[src/hdl/mwnh_pkg.sv]
`timescale 1ns / 1ps

package mwnh_pkg;

	// Field widths
	localparam int TOKEN_W = 32;
	localparam int WAY_W   = 4;
	localparam int SLOT_W  = 16;

	// Ways per token triple, 1 to 16
	localparam int NUM_WAYS = 16;
	localparam logic [WAY_W-1:0] LAST_WAY = WAY_W'(NUM_WAYS - 1);

	// Table size is 2**TABLE_LOG2 entries (1 to 16), so the modulo is a mask
	localparam int TABLE_LOG2 = 16;
	localparam logic [63:0] SLOT_MASK = (64'd1 << TABLE_LOG2) - 64'd1;

	// Mix multipliers
	localparam logic [31:0] MIX_MUL_A = 32'h85ebca6b;
	localparam logic [31:0] MIX_MUL_B = 32'hc2b2ae35;

	// Per-way prime and its square
	localparam int PRIME_W    = 7;
	localparam int PRIME_SQ_W = 14;
	typedef logic [PRIME_W-1:0]    prime_t;
	typedef logic [PRIME_SQ_W-1:0] prime_sq_t;

	localparam prime_t WAY_PRIME [16] = '{
		7'd31, 7'd37, 7'd41, 7'd43, 7'd47, 7'd53, 7'd59, 7'd61,
		7'd67, 7'd71, 7'd73, 7'd79, 7'd83, 7'd89, 7'd97, 7'd101
	};

	localparam prime_sq_t WAY_PRIME_SQ [16] = '{
		14'd961,  14'd1369, 14'd1681, 14'd1849, 14'd2209, 14'd2809, 14'd3481, 14'd3721,
		14'd4489, 14'd5041, 14'd5329, 14'd6241, 14'd6889, 14'd7921, 14'd9409, 14'd10201
	};

	// Polynomial term widths; their sum never wraps 64 bits
	localparam int M1_W = TOKEN_W + PRIME_W;
	localparam int M2_W = TOKEN_W + PRIME_SQ_W;
	localparam int H0_W = M2_W + 1;

	// One way request from the sequencer into the hash pipeline
	typedef struct packed {
		logic               valid;
		logic               last;
		logic [WAY_W-1:0]   way;
		logic [TOKEN_W-1:0] prev2;
		logic [TOKEN_W-1:0] prev1;
		logic [TOKEN_W-1:0] curr;
	} way_req_t;

endpackage

[src/hdl/multi_way_ngram_hash_slot.sv]
`timescale 1ns / 1ps

// Multi-way n-gram hash slot generator.
// Input channel (in_valid/in_ready): one request carries a token triple
// token_prev2, token_prev1, token_curr.
// Output channel (out_valid/out_ready): each triple yields NUM_WAYS results,
// way_index 0..NUM_WAYS-1 in order, slot_index is the table row for that way,
// last_way marks the final way of the triple.
// Throughput: one result per cycle while the receiver does not stall, so one
// triple per NUM_WAYS results; the way sequencer issues one way per cycle into
// a six-stage hash pipeline unless the output stalls, and accepts the next
// triple in the cycle its last way is issued. A triple's results leave
// stage S6 in way order, each way having passed the issue register and S1..S6.
// The pipeline is split at each of the two 64-bit mix multiplies (each into
// two 32-bit partial products) and their recombining adds.
// Reset clears the sequencer and all stage valids; the held tokens and payload registers are not reset.
// When the receiver stalls, the whole pipeline holds in place and the output
// stays unchanged; a new triple is still taken while the sequencer is idle.
module multi_way_ngram_hash_slot import mwnh_pkg::*; (
	input  logic               clk,
	input  logic               arst_n,
	input  logic               in_valid,
	output logic               in_ready,
	input  logic [TOKEN_W-1:0] token_prev2,
	input  logic [TOKEN_W-1:0] token_prev1,
	input  logic [TOKEN_W-1:0] token_curr,
	output logic               out_valid,
	input  logic               out_ready,
	output logic [WAY_W-1:0]   way_index,
	output logic [SLOT_W-1:0]  slot_index,
	output logic               last_way
);

	way_req_t req;
	logic     adv;

	mwnh_issue u_issue (
		.clk         (clk),
		.arst_n      (arst_n),
		.in_valid    (in_valid),
		.in_ready    (in_ready),
		.token_prev2 (token_prev2),
		.token_prev1 (token_prev1),
		.token_curr  (token_curr),
		.adv         (adv),
		.req         (req)
	);

	mwnh_mix_pipe u_pipe (
		.clk        (clk),
		.arst_n     (arst_n),
		.req        (req),
		.adv        (adv),
		.out_valid  (out_valid),
		.out_ready  (out_ready),
		.way_index  (way_index),
		.slot_index (slot_index),
		.last_way   (last_way)
	);

`ifndef ASSERT_OFF
	// Last flag matches the final way number
	a_last_flag: assert property (@(posedge clk) disable iff (!arst_n)
		out_valid |-> (last_way == (way_index == LAST_WAY)))
		else $error("last_way does not match way_index");

	// An accepted triple starts at way zero
	a_start_way: assert property (@(posedge clk) disable iff (!arst_n)
		(in_valid && in_ready) |=> (req.valid && req.way == '0))
		else $error("new triple did not start at way zero");

	// A stalled output freezes a busy sequencer
	a_stall_hold: assert property (@(posedge clk) disable iff (!arst_n)
		(out_valid && !out_ready && req.valid) |=> ($stable(req.way) && $stable(req.valid)))
		else $error("sequencer advanced during output stall");
`endif

endmodule

[src/hdl/mwnh_issue.sv]
`timescale 1ns / 1ps

module mwnh_issue import mwnh_pkg::*; (
	input  logic               clk,
	input  logic               arst_n,
	input  logic               in_valid,
	output logic               in_ready,
	input  logic [TOKEN_W-1:0] token_prev2,
	input  logic [TOKEN_W-1:0] token_prev1,
	input  logic [TOKEN_W-1:0] token_curr,
	input  logic               adv,
	output way_req_t           req
);

	logic               busy_q;
	logic [WAY_W-1:0]   way_q;
	logic [TOKEN_W-1:0] prev2_q;
	logic [TOKEN_W-1:0] prev1_q;
	logic [TOKEN_W-1:0] curr_q;
	logic               on_last;
	logic               in_accept;

	assign on_last   = (way_q == LAST_WAY);
	// Take the next triple as soon as the last way of the current one moves on
	assign in_ready  = !busy_q || (adv && on_last);
	assign in_accept = in_valid && in_ready;

	// Way counter
	always_ff @(posedge clk or negedge arst_n) begin
		if (!arst_n) begin
			busy_q <= 1'b0;
			way_q  <= '0;
		end else if (in_accept) begin
			busy_q <= 1'b1;
			way_q  <= '0;
		end else if (adv && busy_q) begin
			if (on_last) begin
				busy_q <= 1'b0;
			end else begin
				way_q <= way_q + WAY_W'(1);
			end
		end
	end

	// Held token triple
	always_ff @(posedge clk) begin
		if (in_accept) begin
			prev2_q <= token_prev2;
			prev1_q <= token_prev1;
			curr_q  <= token_curr;
		end
	end

	always_comb begin
		req.valid = busy_q;
		req.last  = on_last;
		req.way   = way_q;
		req.prev2 = prev2_q;
		req.prev1 = prev1_q;
		req.curr  = curr_q;
	end

endmodule

[src/hdl/mwnh_mix_pipe.sv]
`timescale 1ns / 1ps

module mwnh_mix_pipe import mwnh_pkg::*; (
	input  logic              clk,
	input  logic              arst_n,
	input  way_req_t          req,
	output logic              adv,
	output logic              out_valid,
	input  logic              out_ready,
	output logic [WAY_W-1:0]  way_index,
	output logic [SLOT_W-1:0] slot_index,
	output logic              last_way
);

	// Stage valids
	logic v_s1, v_s2, v_s3, v_s4, v_s5, v_s6;

	// Way tag and last flag ride along
	logic [WAY_W-1:0] way_s1, way_s2, way_s3, way_s4, way_s5, way_s6;
	logic             last_s1, last_s2, last_s3, last_s4, last_s5, last_s6;

	// Datapath
	logic [M1_W-1:0]    m1_s1;
	logic [M2_W-1:0]    m2_s1;
	logic [TOKEN_W-1:0] curr_s1;
	logic [H0_W-1:0]    x_s2;
	logic [63:0]        plo_s3;
	logic [31:0]        phi_s3;
	logic [63:0]        y_s4;
	logic [63:0]        qlo_s5;
	logic [31:0]        qhi_s5;
	logic [SLOT_W-1:0]  slot_s6;

	logic [M1_W-1:0]  m1_d;
	logic [M2_W-1:0]  m2_d;
	logic [H0_W-1:0]  h0_d;
	logic [H0_W-1:0]  x_d;
	logic [63:0]      plo_d;
	logic [46:0]      phi_full_d;
	logic [63:0]      h1_d;
	logic [63:0]      y_d;
	logic [63:0]      qlo_d;
	logic [63:0]      qhi_full_d;
	logic [63:0]      h2_d;
	logic [63:0]      z_d;

	// Whole pipe moves unless the output register is full and stalled
	assign adv = !v_s6 || out_ready;

	// S1: prev1*p and prev2*p*p
	assign m1_d = M1_W'(req.prev1) * M1_W'(WAY_PRIME[req.way]);
	assign m2_d = M2_W'(req.prev2) * M2_W'(WAY_PRIME_SQ[req.way]);

	// S2: polynomial sum, first xor-shift
	assign h0_d = H0_W'(curr_s1) + H0_W'(m1_s1) + H0_W'(m2_s1);
	assign x_d  = h0_d ^ (h0_d >> 16);

	// S3: x * A split into low and high partial products
	assign plo_d      = 64'(x_s2[31:0]) * 64'(MIX_MUL_A);
	assign phi_full_d = 47'(x_s2[H0_W-1:32]) * 47'(MIX_MUL_A);

	// S4: recombine mod 2^64, second xor-shift
	assign h1_d = plo_s3 + {phi_s3, 32'd0};
	assign y_d  = h1_d ^ (h1_d >> 13);

	// S5: y * B split into low and high partial products
	assign qlo_d      = 64'(y_s4[31:0]) * 64'(MIX_MUL_B);
	assign qhi_full_d = 64'(y_s4[63:32]) * 64'(MIX_MUL_B);

	// S6: recombine, final xor-shift, reduce to table row
	assign h2_d = qlo_s5 + {qhi_s5, 32'd0};
	assign z_d  = h2_d ^ (h2_d >> 16);

	// Valid bits
	always_ff @(posedge clk or negedge arst_n) begin
		if (!arst_n) begin
			v_s1 <= 1'b0;
			v_s2 <= 1'b0;
			v_s3 <= 1'b0;
			v_s4 <= 1'b0;
			v_s5 <= 1'b0;
			v_s6 <= 1'b0;
		end else if (adv) begin
			v_s1 <= req.valid;
			v_s2 <= v_s1;
			v_s3 <= v_s2;
			v_s4 <= v_s3;
			v_s5 <= v_s4;
			v_s6 <= v_s5;
		end
	end

	// Payload registers
	always_ff @(posedge clk) begin
		if (adv) begin
			way_s1  <= req.way;
			last_s1 <= req.last;
			m1_s1   <= m1_d;
			m2_s1   <= m2_d;
			curr_s1 <= req.curr;

			way_s2  <= way_s1;
			last_s2 <= last_s1;
			x_s2    <= x_d;

			way_s3  <= way_s2;
			last_s3 <= last_s2;
			plo_s3  <= plo_d;
			phi_s3  <= phi_full_d[31:0];

			way_s4  <= way_s3;
			last_s4 <= last_s3;
			y_s4    <= y_d;

			way_s5  <= way_s4;
			last_s5 <= last_s4;
			qlo_s5  <= qlo_d;
			qhi_s5  <= qhi_full_d[31:0];

			way_s6  <= way_s5;
			last_s6 <= last_s5;
			slot_s6 <= SLOT_W'(z_d & SLOT_MASK);
		end
	end

	assign out_valid  = v_s6;
	assign way_index  = way_s6;
	assign slot_index = slot_s6;
	assign last_way   = last_s6;

endmodule

[config.mk]
export PLATFORM = sky130hd
export DESIGN_NAME = multi_way_ngram_hash_slot
export DESIGN_NICKNAME = d
export VERILOG_FILES = /design/src/hdl/mwnh_pkg.sv /design/src/hdl/multi_way_ngram_hash_slot.sv /design/src/hdl/mwnh_issue.sv /design/src/hdl/mwnh_mix_pipe.sv
export SDC_FILE = /design/constraint.sdc
export NUM_CORES = 2
export LEC_CHECK = 0
export BUFFER_PORTS_ARGS = -buffer_cell sky130_fd_sc_hd__buf_4
export CELL_PAD_IN_SITES_DETAIL_PLACEMENT = 1
export CELL_PAD_IN_SITES_GLOBAL_PLACEMENT = 2
export CORE_UTILIZATION = 38
export DETAILED_ROUTE_END_ITERATION = 8
export GPL_TIMING_DRIVEN = 1
export PLACE_DENSITY = 0.72
export SLEW_MARGIN = 20
export SYNTH_ARGS = -nofsm -noshare
export SYNTH_HDL_FRONTEND = slang
export SYNTH_SLANG_ARGS = --single-unit
[constraint.sdc]
create_clock -name clk -period 15.1 [get_ports clk]
set_input_delay 2.265 -clock clk [delete_from_list [all_inputs] [get_ports clk]]
set_output_delay 2.265 -clock clk [all_outputs]
set_load 0.005 [all_outputs]
==> impl_metrics.tcl <==
set metrics [dict create \
    synth_edf_count 426 \
    cts_made_buffers 54 \
    synth_area_leader_cell "fa_1" \
    seq_area_frac_synth_pct 21.2 \
    drtPass1Iterations 5 \
    ys_ff_latch 437 \
    worst_setup_path_end_kind "flop" \
    fin_ws_ns 6.19 \
    insertion_delay_ns 0.69 \
    maxSlewViolCount 0 \
    ios 123 \
    rows 147 \
    synth_area_leaders "fa_1 (33%), edfxtp_1 (21%), ha_1 (16%)" \
    relSlewSlack_pct 35.4 \
    yosysWarnings 0 \
    grt_pass1_wl_mm 264 \
    cts_setup_buffers 0 \
    drive_above_1_share_pct 4.68 \
    port_buffers 122 \
    grt_use_total_pct 21.0 \
    ctsHoldBuffers 0 \
    die_h_um 405 \
    cts_root_buf "clkbuf_16" \
    synth_async_sr_flop_share_pct 2.52 \
    critical_path.top_delay_family "adder cells" \
    wire_per_inst_um 20.6 \
    pre_cts_ws_ns 6.18 \
    via_count 39980 \
    die-area_um2 164000 \
    min-delay-path-class "reg -> reg" \
    dp_hpwl_mm 142 \
    cts_buffer_depth 3 \
    cp_common_cell "fa_1" \
    setup_viol 0 \
    crit_buf_inv 6 \
    via_per_inst 4.93 \
    maxCapViolations 0 \
    max_stage_delay_ns 0.73 \
    worst-setup-path-type "reg -> reg" \
    rsz0062_at_grt "no" \
    crit_required_ns 15.65 \
    nFillCells 17747 \
    core_um2 161000 \
    status "finished clean" \
    wirelength_mm 167 \
    post_cts_resized 0 \
    syn_area_per_cell_um2 10.6 \
    grt_pass1_vias 45168 \
    fmax_mhz 112 \
    drt_iter0_markers 1591 \
    fin_setup_tns_ns 0 \
    grt_start_max_net_pins 134 \
    design_area_um2 67200 \
    fin_crit_sh_pct 59.0 \
    final_antenna_net_count 0 \
    place_area_um2 65200 \
    crit_arrival_ns 9.46 \
    skew_ns 0.0783 \
    yosysTopAreaCellShare_pct 33.3 \
    cp_slowest_cell "dfrtp_1" \
    cts_tree "yes" \
    htree_levels 2 \
    fin_nets 7828 \
    ys_types 84 \
    synthCells 5805 \
    cts.sinks 437 \
    area_growth_pct 8.86 \
    start_util_pct 38.3 \
    synth_ff_type "edfxtp_1" \
    synthesis.nets 7731 \
    tightest_slew_ns 0.969 \
    die_w_um 405 \
    layout_commonest_cell "inv_1" \
    final_cell_mix "inv_1 (1361), fa_1 (1027), ha_1 (799)" \
    path_clk_slew_ns 0.06 \
    finalCriticalPeriod_ns 8.91 \
    startpoint_type "flop" \
    drc 0 \
    gp_congestion 0.916 \
    final_hold_viol_count 0 \
    cp_max_fo 34 \
    gr-total-overflow 0 \
    antenna_found_initial 5 \
    syn_area_um2 61700 \
]
[per-stage QoR]
step	hold WS [ns]	cells	utilization (%)
2_1_floorplan	0.400	5805	-
3_3_place_gp	0.406	8005	40.5
3_5_place_dp	0.406	8005	40.5
4_1_cts	0.423	8104	41.7
5_1_grt	0.426	8105	41.7
6_report	0.420	8106	41.7
[Yosys cell counts, drive strengths merged (37+ instances only)]
library cell  number
nor2             144
clkbuf           106
ha               799
a21oi            184
xor2             130
nand2            456
edfxtp           426
nand2b            37
xnor2            233
fa              1027
and2             186
nand3             51
nor3              62
o21ai            122
inv             1362
a21o             107
[path summary, 6_finish.rpt]
kind	startpoint	endpoint	slack, ns	depth (start not counted)
setup / recovery	u_issue.way_q[2]	u_pipe.m2_s1[42]	6.19	26
hold / removal	u_pipe.way_s5[0]	u_pipe.way_index[0]	0.42	0
setup reg to reg	u_issue.way_q[2]	u_pipe.m2_s1[42]	6.19	26
hold reg to reg	u_pipe.way_s5[0]	u_pipe.way_index[0]	0.42	0
max in group asynchronous	arst_n	u_issue.way_q[3]	13.54	1
min in group asynchronous	arst_n	u_pipe.out_valid	1.39	1
[sequential cells by signal (all words and copies together), names as in the netlist, 4 cells and up]
| signal | count |
|---|---|
| u_pipe.y_s4 | 32 |
| u_pipe.x_s2 | 45 |
| u_pipe.curr_s1 | 32 |
| u_pipe.way_s4 | 4 |
| u_pipe.plo_s3 | 45 |
| u_pipe.m1_s1 | 39 |
| u_pipe.way_s5 | 4 |
| u_pipe.way_index | 4 |
| u_issue.prev1_q | 32 |
| u_pipe.way_s2 | 4 |
| u_issue.prev2_q | 32 |
| u_pipe.m2_s1 | 46 |
| u_issue.curr_q | 32 |
| u_pipe.way_s1 | 4 |
| u_pipe.qlo_s5 | 32 |
| u_pipe.way_s3 | 4 |
| u_issue.way_q | 4 |
| u_pipe.slot_index | 16 |
| u_pipe.phi_s3 | 13 |
[worst reg2reg max path, cell delays in order (launching register included)]
cell,delay [ns]
dfrtp_1,0.73
inv_1,0.73
nor2_2,0.08
buf_4,0.26
nor2_1,0.74
buf_4,0.34
nand2_1,0.11
fa_1,0.51
fa_1,0.50
inv_1,0.05
fa_1,0.47
fa_1,0.41
fa_1,0.52
inv_1,0.05
fa_1,0.49
inv_1,0.04
ha_1,0.37
and4_4,0.24
a2111oi_2,0.31
o31ai_1,0.13
a211o_1,0.36
o2111a_2,0.32
a21oi_2,0.21
o21a_1,0.19
o21bai_2,0.10
or4_1,0.41
nand4_1,0.09
[cell families (layout without fill, tap and decap cells)]
| logic type | count (synthesis) | after routing | synth area share [%] |
|---|---|---|---|
| buf+inv | 1473 | 1613 | 8.97 |
| fa+ha+maj | 1826 | 1826 | 49.5 |
| other cells | 0 | 1 | 0 |
| simple gates | 1052 | 1052 | 8.12 |
| flops | 437 | 437 | 21.2 |
| mux | 4 | 4 | 0.0649 |
| xor+xnor | 366 | 366 | 5.26 |
| compound gates | 647 | 647 | 6.88 |
[layout make-up]
cell class	count	area [um^2]	area share (%)
multi-input cells	3895	43200	64.3
inverters	1362	5120	7.62
well taps	2160	2700	4.02
repair buffers	152	1160	1.73
diodes	1	2.50	0.00373
flip-flops and latches	437	13100	19.5
clock buffers	66	1420	2.11
clock inverters	33	497	0.740
[metal layers]
metal | vias to the layer above | part of all wire (%) | track usage, % | routed length, um
li1 | 18614 | - | - | -
met1 | 20839 | 45 | 28.1 | 75400
met2 | 396 | 50 | 37.0 | 84100
met3 | 131 | 2.3 | 1.79 | 3910
met4 | 0 | 2.3 | 4.64 | 3780
met5 | - | 0 | 0 | 0
Power is left out: the tool's default activity adds up to more than one toggle a clock period on the data nets, which glitch-free logic cannot reach.
